### src/hw/rtl/arll_pkg.sv
// Shared types and codes for the array-backed linked list engine.
// Holds the action and status codes, controller states and the command/status structs.
// No dependencies.
`default_nettype none

package arll_pkg;

    localparam int VALUE_W = 32;
    localparam int ACTION_W = 2;
    localparam int STATUS_W = 2;
    localparam int IN_W = 40;
    localparam int OUT_W = 40;

    typedef enum logic [ACTION_W-1:0] {
        ACT_APPEND   = 2'd0,
        ACT_PREPEND  = 2'd1,
        ACT_READ_OUT = 2'd2
    } action_t;

    typedef enum logic [STATUS_W-1:0] {
        ST_OK    = 2'd0,
        ST_FULL  = 2'd1,
        ST_EMPTY = 2'd2
    } status_t;

    typedef enum logic [1:0] {
        S_IDLE,
        S_DECODE,
        S_EMIT
    } state_t;

    // Commands from the controller to the datapath.
    typedef struct packed {
        logic capture;    // register the incoming item
        logic push;       // perform a push and load its result
        logic empty_rsp;  // load the empty-list result
        logic rd_first;   // read the head slot
        logic rd_next;    // read the slot linked from the current one
        logic emit_elem;  // load the element that was just read
    } cmd_t;

    // Status from the datapath to the controller.
    typedef struct packed {
        action_t action;
        logic    list_valid;
        logic    out_free;
        logic    at_end;
    } stat_t;

endpackage

`default_nettype wire

### src/hw/rtl/array_linked_list_engine.sv
// Array-backed singly linked list engine: appends, prepends and ordered read-out.
// A push or empty read loads its result in S_DECODE once the output register is free, then goes
// back to S_IDLE; an unused code goes back to S_IDLE with no result loaded.
// A read-out emits one element per cycle along the node RAM read port while the output is free.
// Output stalls hold the engine; a new item is taken once the previous one has finished.
// Reset (asynchronous, active low) empties the list and the fill count; node RAMs are not cleared.
// Depends on arll_pkg, arll_ctrl, arll_datapath and arll_ram.
`default_nettype none

module array_linked_list_engine #(
    parameter int CAPACITY = 16
) (
    input  wire logic                      clk,
    input  wire logic                      rst_n,
    input  wire logic                      s_tvalid,
    output logic                           s_tready,
    // s_tdata, from bit 0: action[1:0], item_value[33:2], zero fill to 40 bits.
    input  wire logic [arll_pkg::IN_W-1:0] s_tdata,
    output logic                           m_tvalid,
    input  wire logic                      m_tready,
    // m_tdata, from bit 0: status[1:0], out_value[33:2], zero fill to 40 bits.
    output logic [arll_pkg::OUT_W-1:0]     m_tdata,
    output logic                           m_tlast
);

    arll_pkg::cmd_t  cmd;
    arll_pkg::stat_t stat;

    arll_ctrl u_ctrl (
        .clk     (clk),
        .rst_n   (rst_n),
        .s_tvalid(s_tvalid),
        .s_tready(s_tready),
        .stat    (stat),
        .cmd     (cmd)
    );

    arll_datapath #(
        .CAPACITY(CAPACITY)
    ) u_datapath (
        .clk     (clk),
        .rst_n   (rst_n),
        .cmd     (cmd),
        .stat    (stat),
        .s_tdata (s_tdata),
        .m_tvalid(m_tvalid),
        .m_tready(m_tready),
        .m_tdata (m_tdata),
        .m_tlast (m_tlast)
    );

endmodule

`default_nettype wire

### src/hw/rtl/arll_ram.sv
// Generic single-write, single-read RAM with a registered read port.
// No dependencies.
`default_nettype none

module arll_ram #(
    parameter int WIDTH = 32,
    parameter int DEPTH = 16,
    parameter int ADDR_W = $clog2(DEPTH)
) (
    input  wire logic              clk,
    input  wire logic              wr_en,
    input  wire logic [ADDR_W-1:0] wr_addr,
    input  wire logic [WIDTH-1:0]  wr_data,
    input  wire logic              rd_en,
    input  wire logic [ADDR_W-1:0] rd_addr,
    output logic      [WIDTH-1:0]  rd_data
);

    logic [WIDTH-1:0] mem [DEPTH];

    always_ff @(posedge clk)
    begin
        if (wr_en)
        begin
            mem[wr_addr] <= wr_data;
        end
        if (rd_en)
        begin
            rd_data <= mem[rd_addr];
        end
    end

endmodule

`default_nettype wire

### src/hw/rtl/arll_ctrl.sv
// Controller state machine of the linked list engine.
// Depends on arll_pkg; drives datapath commands from its status.
`default_nettype none

module arll_ctrl (
    input  wire logic            clk,
    input  wire logic            rst_n,
    input  wire logic            s_tvalid,
    output logic                 s_tready,
    input  wire arll_pkg::stat_t stat,
    output arll_pkg::cmd_t       cmd
);

    arll_pkg::state_t state_reg;
    arll_pkg::state_t state_next;

    always_ff @(posedge clk or negedge rst_n)
    begin
        if (!rst_n)
        begin
            state_reg <= arll_pkg::S_IDLE;
        end
        else
        begin
            state_reg <= state_next;
        end
    end

    always_comb
    begin
        state_next = state_reg;
        case (state_reg)
            arll_pkg::S_IDLE:
            begin
                if (s_tvalid)
                begin
                    state_next = arll_pkg::S_DECODE;
                end
            end
            arll_pkg::S_DECODE:
            begin
                case (stat.action)
                    arll_pkg::ACT_APPEND, arll_pkg::ACT_PREPEND:
                    begin
                        if (stat.out_free)
                        begin
                            state_next = arll_pkg::S_IDLE;
                        end
                    end
                    arll_pkg::ACT_READ_OUT:
                    begin
                        if (stat.list_valid)
                        begin
                            state_next = arll_pkg::S_EMIT;
                        end
                        else if (stat.out_free)
                        begin
                            state_next = arll_pkg::S_IDLE;
                        end
                    end
                    default:
                    begin
                        state_next = arll_pkg::S_IDLE;
                    end
                endcase
            end
            arll_pkg::S_EMIT:
            begin
                if (stat.out_free && stat.at_end)
                begin
                    state_next = arll_pkg::S_IDLE;
                end
            end
            default:
            begin
                state_next = arll_pkg::S_IDLE;
            end
        endcase
    end

    always_comb
    begin
        cmd = '0;
        s_tready = 1'b0;
        case (state_reg)
            arll_pkg::S_IDLE:
            begin
                s_tready = 1'b1;
                cmd.capture = s_tvalid;
            end
            arll_pkg::S_DECODE:
            begin
                case (stat.action)
                    arll_pkg::ACT_APPEND, arll_pkg::ACT_PREPEND:
                    begin
                        cmd.push = stat.out_free;
                    end
                    arll_pkg::ACT_READ_OUT:
                    begin
                        cmd.rd_first = stat.list_valid;
                        cmd.empty_rsp = !stat.list_valid && stat.out_free;
                    end
                    default:
                    begin
                        cmd = '0;
                    end
                endcase
            end
            arll_pkg::S_EMIT:
            begin
                // The next read is issued in the same cycle the current element is loaded.
                cmd.emit_elem = stat.out_free;
                cmd.rd_next = stat.out_free && !stat.at_end;
            end
            default:
            begin
                cmd = '0;
            end
        endcase
    end

    // Only one kind of result may be loaded into the output register per cycle.
    assert property (@(posedge clk) disable iff (!rst_n)
        $countones({cmd.push, cmd.empty_rsp, cmd.emit_elem}) <= 1)
        else $error("more than one result loaded in a cycle");

    // No result is loaded while the output register still holds an untaken one.
    assert property (@(posedge clk) disable iff (!rst_n)
        (cmd.push || cmd.empty_rsp || cmd.emit_elem) |-> stat.out_free)
        else $error("result loaded over a pending transaction");

    // A walk always starts from the decode state.
    assert property (@(posedge clk) disable iff (!rst_n)
        $rose(state_reg == arll_pkg::S_EMIT) |-> $past(cmd.rd_first))
        else $error("walk entered without a head read");

endmodule

`default_nettype wire

### src/hw/rtl/arll_datapath.sv
// Datapath of the linked list engine: node RAMs, head/tail/fill registers, output register.
// Depends on arll_pkg and arll_ram.
`default_nettype none

module arll_datapath #(
    parameter int CAPACITY = 16
) (
    input  wire logic                      clk,
    input  wire logic                      rst_n,
    input  wire arll_pkg::cmd_t            cmd,
    output arll_pkg::stat_t                stat,
    input  wire logic [arll_pkg::IN_W-1:0] s_tdata,
    output logic                           m_tvalid,
    input  wire logic                      m_tready,
    output logic [arll_pkg::OUT_W-1:0]     m_tdata,
    output logic                           m_tlast
);

    localparam int IDX_W = $clog2(CAPACITY);
    localparam int CNT_W = $clog2(CAPACITY + 1);
    localparam int VW = arll_pkg::VALUE_W;
    localparam int SW = arll_pkg::STATUS_W;
    localparam int PAD_W = arll_pkg::OUT_W - VW - SW;

    arll_pkg::action_t action_reg;
    logic [VW-1:0]     value_reg;

    logic [CNT_W-1:0]  fill_reg;
    logic              list_valid_reg;
    logic [IDX_W-1:0]  head_reg;
    logic [IDX_W-1:0]  tail_reg;
    logic [IDX_W-1:0]  cur_reg;

    logic              out_valid_reg;
    arll_pkg::status_t out_status_reg;
    logic [VW-1:0]     out_value_reg;
    logic              out_last_reg;

    logic              full;
    logic              push_ok;
    logic              is_back;
    logic [IDX_W-1:0]  slot;
    logic              link_we;
    logic [IDX_W-1:0]  link_waddr;
    logic [IDX_W-1:0]  link_wdata;
    logic              rd_en;
    logic [IDX_W-1:0]  rd_addr;
    logic [VW-1:0]     value_rdata;
    logic [IDX_W-1:0]  link_rdata;
    logic              out_free;
    logic              at_end;

    // Slots are never freed, so the lowest free slot is the fill count.
    assign full = (fill_reg == CNT_W'(CAPACITY));
    assign slot = fill_reg[IDX_W-1:0];
    assign push_ok = cmd.push && !full;
    assign is_back = (action_reg == arll_pkg::ACT_APPEND);

    assign link_we = push_ok && list_valid_reg;
    assign link_waddr = is_back ? tail_reg : slot;
    assign link_wdata = is_back ? slot : head_reg;

    assign rd_en = cmd.rd_first || cmd.rd_next;
    assign rd_addr = cmd.rd_first ? head_reg : link_rdata;

    assign out_free = !out_valid_reg || m_tready;
    assign at_end = (cur_reg == tail_reg);

    always_comb
    begin
        stat.action = action_reg;
        stat.list_valid = list_valid_reg;
        stat.out_free = out_free;
        stat.at_end = at_end;
    end

    arll_ram #(
        .WIDTH (VW),
        .DEPTH (CAPACITY),
        .ADDR_W(IDX_W)
    ) u_value_ram (
        .clk    (clk),
        .wr_en  (push_ok),
        .wr_addr(slot),
        .wr_data(value_reg),
        .rd_en  (rd_en),
        .rd_addr(rd_addr),
        .rd_data(value_rdata)
    );

    arll_ram #(
        .WIDTH (IDX_W),
        .DEPTH (CAPACITY),
        .ADDR_W(IDX_W)
    ) u_link_ram (
        .clk    (clk),
        .wr_en  (link_we),
        .wr_addr(link_waddr),
        .wr_data(link_wdata),
        .rd_en  (rd_en),
        .rd_addr(rd_addr),
        .rd_data(link_rdata)
    );

    always_ff @(posedge clk)
    begin
        if (cmd.capture)
        begin
            action_reg <= arll_pkg::action_t'(s_tdata[arll_pkg::ACTION_W-1:0]);
            value_reg <= s_tdata[arll_pkg::ACTION_W +: VW];
        end
        if (rd_en)
        begin
            cur_reg <= rd_addr;
        end
        if (cmd.push)
        begin
            out_status_reg <= full ? arll_pkg::ST_FULL : arll_pkg::ST_OK;
            out_value_reg <= '0;
            out_last_reg <= 1'b1;
        end
        else if (cmd.empty_rsp)
        begin
            out_status_reg <= arll_pkg::ST_EMPTY;
            out_value_reg <= '0;
            out_last_reg <= 1'b1;
        end
        else if (cmd.emit_elem)
        begin
            out_status_reg <= arll_pkg::ST_OK;
            out_value_reg <= value_rdata;
            out_last_reg <= at_end;
        end
    end

    always_ff @(posedge clk or negedge rst_n)
    begin
        if (!rst_n)
        begin
            fill_reg <= '0;
            list_valid_reg <= 1'b0;
            head_reg <= '0;
            tail_reg <= '0;
            out_valid_reg <= 1'b0;
        end
        else
        begin
            if (push_ok)
            begin
                fill_reg <= fill_reg + CNT_W'(1);
                if (!list_valid_reg)
                begin
                    head_reg <= slot;
                    tail_reg <= slot;
                    list_valid_reg <= 1'b1;
                end
                else if (is_back)
                begin
                    tail_reg <= slot;
                end
                else
                begin
                    head_reg <= slot;
                end
            end
            if (cmd.push || cmd.empty_rsp || cmd.emit_elem)
            begin
                out_valid_reg <= 1'b1;
            end
            else if (m_tready)
            begin
                out_valid_reg <= 1'b0;
            end
        end
    end

    assign m_tvalid = out_valid_reg;
    assign m_tdata = {{PAD_W{1'b0}}, out_value_reg, out_status_reg};
    assign m_tlast = out_last_reg;

    assert property (@(posedge clk) disable iff (!rst_n)
        fill_reg <= CNT_W'(CAPACITY))
        else $error("fill count beyond capacity");

    assert property (@(posedge clk) disable iff (!rst_n)
        list_valid_reg == (fill_reg != '0))
        else $error("list valid flag disagrees with fill count");

    // Head and tail always point at slots that have been written.
    assert property (@(posedge clk) disable iff (!rst_n)
        list_valid_reg |-> (CNT_W'(head_reg) < fill_reg) && (CNT_W'(tail_reg) < fill_reg))
        else $error("head or tail points at an unwritten slot");

    // A rejected push leaves the list untouched.
    assert property (@(posedge clk) disable iff (!rst_n)
        (cmd.push && full) |=> $stable(fill_reg) && $stable(head_reg) && $stable(tail_reg))
        else $error("rejected push changed the list");

endmodule

`default_nettype wire
### config.mk
export PLATFORM = sky130hd
export DESIGN_NAME = array_linked_list_engine
export DESIGN_NICKNAME = d
export VERILOG_FILES = /design/src/hw/rtl/arll_pkg.sv /design/src/hw/rtl/array_linked_list_engine.sv /design/src/hw/rtl/arll_ram.sv /design/src/hw/rtl/arll_ctrl.sv /design/src/hw/rtl/arll_datapath.sv
export SDC_FILE = /design/constraint.sdc
export NUM_CORES = 1
export LEC_CHECK = 0
export BUFFER_PORTS_ARGS = -buffer_cell sky130_fd_sc_hd__buf_2
export CAP_MARGIN = 20
export CELL_PAD_IN_SITES_DETAIL_PLACEMENT = 0
export CELL_PAD_IN_SITES_GLOBAL_PLACEMENT = 1
export CORE_MARGIN = 3
export CORE_UTILIZATION = 45
export DETAILED_ROUTE_END_ITERATION = 8
export HOLD_SLACK_MARGIN = 0.05
export MAX_ROUTING_LAYER = met4
export PLACE_DENSITY_LB_ADDON = 0.1
export SLEW_MARGIN = 5
export SYNTH_ARGS = -nofsm -noshare
export SYNTH_HDL_FRONTEND = slang
export SYNTH_SLANG_ARGS = --single-unit
export TNS_END_PERCENT = 10
### constraint.sdc
create_clock -name clk -period 3.5 [get_ports clk]
set_input_delay 0.35 -clock clk [delete_from_list [all_inputs] [get_ports clk]]
set_output_delay 0.35 -clock clk [all_outputs]
set_load 0.01 [all_outputs]
==> results.txt <==
The flow ran to the end, and the final reports show no timing, DRC or antenna violations. The run gives 5 as the number of detailed-routing iterations run before antenna repair. Cell at the slowest stage of the critical path: sky130_fd_sc_hd__and2_4. The initial core utilization was 46.00%; the sink count of the clock tree was 702. At the pin with the least slew margin, the transition time is 1055 ps. For the final RePlAce weighted congestion, the log shows 0.7898.

Counting every instance in the synthesized netlist gives 1893. Adding up every negative setup slack in the final design gives 0 ps. The number of enable flip-flop cells after synthesis works out to 652.

The maximum root-to-sink buffer count is 3, and the warning count from the yosys run is 0. Combined buffer and inverter count along the critical path: 1. The maximum cell stage delay along the critical path was 540 ps; the worst vdd rail ir drop was 0.0004490 V. For the register area share after synthesis, the log shows 75.26%. For hold timing, the worst endpoint is u_ctrl.state_reg[0]. The root cell of the clock tree is sky130_fd_sc_hd__clkbuf_16.

The number of buffers added for setup after CTS was 0. For this run, the post-layout net count is 2082. The tools report the H-tree depth reported by CTS as 3. The tools report the total congestion overflow as 0.

The remaining number of nets flagged by the antenna check after routing is 0, and the floorplan die area is 64020 um2. TritonCTS built the clock tree. After synthesis, the cell types taking the most area are sky130_fd_sc_hd__edfxtp_1 (71%), sky130_fd_sc_hd__nand2_1 (4.0%), sky130_fd_sc_hd__a21oi_1 (3.3%), sky130_fd_sc_hd__dfxtp_1 (2.4%), sky130_fd_sc_hd__o21ai_0 (2.2%). The repair_antennas step left the layout with diodes totalling 0. The cell depth of the worst hold path is 4. The switching power summed over all nets was 8.384 mW.

The finished layout holds 2869 standard cells, fillers aside. The tools report the number of max-capacitance violations reported as 0. The tools report the type of origin of the critical path as a flip-flop. Entering global routing, the biggest net connects 75 pins. The kind of cell adding the most delay to the critical path is simple AND/OR/NAND/NOR gates. The register with the most flip-flops in the final layout is u_datapath.u_value_ram.mem. After detailed routing, the total wire length is 72.88 mm.

The time the final worst path needs with I/O delays and setup came out at 3001 ps. The tools report the worst flop-to-flop path endpoint as u_datapath.u_value_ram.rd_data[8]. For the global-route wire length before repair, the log shows 106.9 mm. The cell area that synthesis handed to floorplanning was 27460 um2. The cell area power density came out at 801.8 nW/um2. The area growth from synthesis to layout is 16.42%. The critical path data required time was 3980 ps. The run gives 10.53 nW as the static power due to leakage. The number of slew-limit violations in the final report came out at 0. At the later pin of the worst-skew pair, clock insertion delay measures 620 ps. The run gives 58 as the count of unique library cells instantiated by Yosys. Launch instance of the worst min-delay path: m_tready.

The peak clock frequency supported by timing is 333.3 MHz. 87 I/O pins were placed. Dividing the detail-routed via count by the number of cells gives 5.773.

The number of antenna violations at the first check in global routing was 1; the arrival time of data at the critical path endpoint was 3480 ps. The die is 253.0 um tall. The flip-flop and latch count after synthesis works out to 702. Cells with a size suffix above 1 make up 14.31% of the layout.

Net switching is 32.71% of the power. For the HPWL reported at the end of detailed placement, the log shows 39.79 mm. Setup repair after global routing left no endpoint under its margin.

The clock network fraction of total power is 29.4%. The worst setup path is of the reg -> reg kind. The register with the most flip-flops in the layout has 512 of them. For the placeable core region, the log shows 59690 um2.

The origin of the critical flop-to-flop path was u_datapath.action_reg[1]. The path class of the tightest hold or removal check is in -> reg. The count of input and output buffers is 74. Per report_power, the combinational group accounts for 27.0% of the total.

The setup check on the worst reg-to-reg path leaves a slack of 500 ps. The number of remaining DRC errors came out at 0. The worst setup path is captured at a flip-flop.

For the number of CTS-inserted buffers, the log shows 74. Dominant cell type by area after synthesis: sky130_fd_sc_hd__edfxtp_1. The number of cells after detailed placement is 2694, and the overall global routing resource usage is 23.61%.

The primary flip-flop cell chosen by synthesis mapping is sky130_fd_sc_hd__edfxtp_1. The top cell type by area accounts for 71.31% of the synthesized area. The tools report the power share of the sequential group as 43.6%. The maximum fanout encountered on the critical timing path is 36. The mean area per synthesized cell was 14.50 um2.

Final number of hold-violating endpoints: 0. The proportion of synthesized flip-flops having asynchronous set or reset is 2.422%, and the internal power contribution is 17.25 mW. After clock tree synthesis, the clock-pin slew on the worst setup and hold paths is 60 ps. The critical path starts at u_datapath.action_reg[1]. Traced cell by cell, the critical path runs through and4bb_1 > nand3_1 > and2_4 > buf_4 > a211oi_1 > a311oi_1 > a311o_1. The die is 253.0 um wide. The final route contains 16560 vias. Measured against its own limit, the worst slew margin works out to 29.64%.

Between clock sinks in the finished design, the worst skew comes to 27.55 ps. Via count of the first global-routing pass: 16370. The final critical path takes up 85.73% of the cycle. The initialized floorplan defines 89 standard-cell rows. Setup violations remaining at the end of the flow were counted as 0. In the final layout, the registers with the most flip-flops are u_datapath.u_value_ram.mem (512), u_datapath.u_link_ram.mem (64). In the final routed layout, each cell accounts on average for 25.40 um.

For the initial DRC count, the log shows 1282. Measured in cells, the most critical reg-to-reg path has a length of 7.
## power by group through the flow
stage	sequential [mW]	clock (mW)	combinational [mW]
finish	11.2	7.54	6.92
CTS	11.2	7.70	6.98
global route	11.3	8.04	7.53
detailed placement	11.4	0	6.92
floorplan	11.1	0	4.19
global placement	11.3	0	6.83
## layout by cell type, fill, tap and decap left out, types with 35 or more instances in the layout
cell and n:
sky130_fd_sc_hd__a211oi_1 38, sky130_fd_sc_hd__a21o_1 73, sky130_fd_sc_hd__a21oi_1 182, sky130_fd_sc_hd__a311o_1 35, sky130_fd_sc_hd__a311oi_1 35, sky130_fd_sc_hd__buf_2 74, sky130_fd_sc_hd__buf_4 46, sky130_fd_sc_hd__clkbuf_16 75
sky130_fd_sc_hd__dlygate4sd3_1 36, sky130_fd_sc_hd__edfxtp_1 652, sky130_fd_sc_hd__nand2_1 295, sky130_fd_sc_hd__nand3b_1 70, sky130_fd_sc_hd__o211ai_1 72, sky130_fd_sc_hd__o21ai_0 119
## cells by family after synthesis
group / after synthesis / synth area share (%)
buffers and inverters: 137 / 2.319
muxes: 11 / 0.4739
and+or+nand+nor: 453 / 7.874
adders and majority gates: 4 / 0.1823
AOI/OAI and AO/OA: 577 / 13.62
other: 1 / 0.01366
xor gates and xnor gates: 8 / 0.2552
DFF: 702 / 75.26
## Yosys cell counts (6+ instances only)
cell type and instances:
sky130_fd_sc_hd__edfxtp_1 652, sky130_fd_sc_hd__nand2_1 296, sky130_fd_sc_hd__a21oi_1 183, sky130_fd_sc_hd__o21ai_0 119, sky130_fd_sc_hd__a21o_1 73, sky130_fd_sc_hd__o211ai_1 72
sky130_fd_sc_hd__nand3b_1 70, sky130_fd_sc_hd__clkbuf_1 67, sky130_fd_sc_hd__buf_2 44, sky130_fd_sc_hd__a211oi_1 38, sky130_fd_sc_hd__a311o_1 35, sky130_fd_sc_hd__a311oi_1 35
sky130_fd_sc_hd__dfxtp_1 33, sky130_fd_sc_hd__nor2_1 24, sky130_fd_sc_hd__dfrtp_1 17, sky130_fd_sc_hd__and2_1 16, sky130_fd_sc_hd__inv_1 11, sky130_fd_sc_hd__buf_4 8
sky130_fd_sc_hd__nand3_1 7, sky130_fd_sc_hd__xnor2_1 7, sky130_fd_sc_hd__and3_1 6, sky130_fd_sc_hd__mux2_2 6, sky130_fd_sc_hd__nor3_1 6
## final cells by class
type	instances	area, um2
timing repair buffer	184	1644
clock buffer	105	2059
sequential	702	20660
tap	773	967.2
multi-input combinational	1059	6306
clock inverter	33	270.3
inverter	13	53.80
fill	4859	27720
## metal layers
metal,vias up,track usage [%],share of wire (%)
met2,463,38.23,49
met4,0,6.838,2.6
li1,7580,-,-
met1,8395,31.35,44
met5,-,-,0
met3,124,3.410,4.7
## how the worst max path moves through the flow
stage / end / slack, ps / cells after the start
floorplan: u_datapath.u_value_ram.mem[3][0] / 840 / 5
global placement: u_datapath.u_value_ram.rd_data[8] / 590 / 7
detailed placement: u_datapath.u_value_ram.rd_data[8] / 560 / 7
CTS: u_datapath.u_value_ram.rd_data[8] / 520 / 7
global route: u_datapath.u_value_ram.rd_data[4] / 360 / 7
finish: u_datapath.u_value_ram.rd_data[8] / 500 / 7
## per-stage QoR
step                setup WS, ps  hold slack, ps  cell area, um2  power (mW)  util (%)
detailed placement         556.8           310.3           29250       18.28     49.00
global route               360.3           134.4           31970       26.85     53.56
floorplan                  839.6           54.41           27480       15.29         -
global placement           588.2           307.4           29250       18.15     49.00
finish                     499.3           110.8           31970       25.63     53.56
CTS                        524.6           78.92           31940       25.86     53.51
## worst reg2reg max path, cell delays in order, from the launching register on
cell	delay, ps
sky130_fd_sc_hd__edfxtp_1	530
sky130_fd_sc_hd__and4bb_1	370
sky130_fd_sc_hd__nand3_1	120
sky130_fd_sc_hd__and2_4	540
sky130_fd_sc_hd__buf_4	530
sky130_fd_sc_hd__a211oi_1	150
sky130_fd_sc_hd__a311oi_1	390
sky130_fd_sc_hd__a311o_1	230
## repair_timing
| action | in CTS | in global routing |
|---|---|---|
| hold buffers | 36 | 0 |
| hold endpoints to repair | 52 | 0 |
| gates resized for setup | 0 | 0 |
Power figures use the tool's default switching activity.
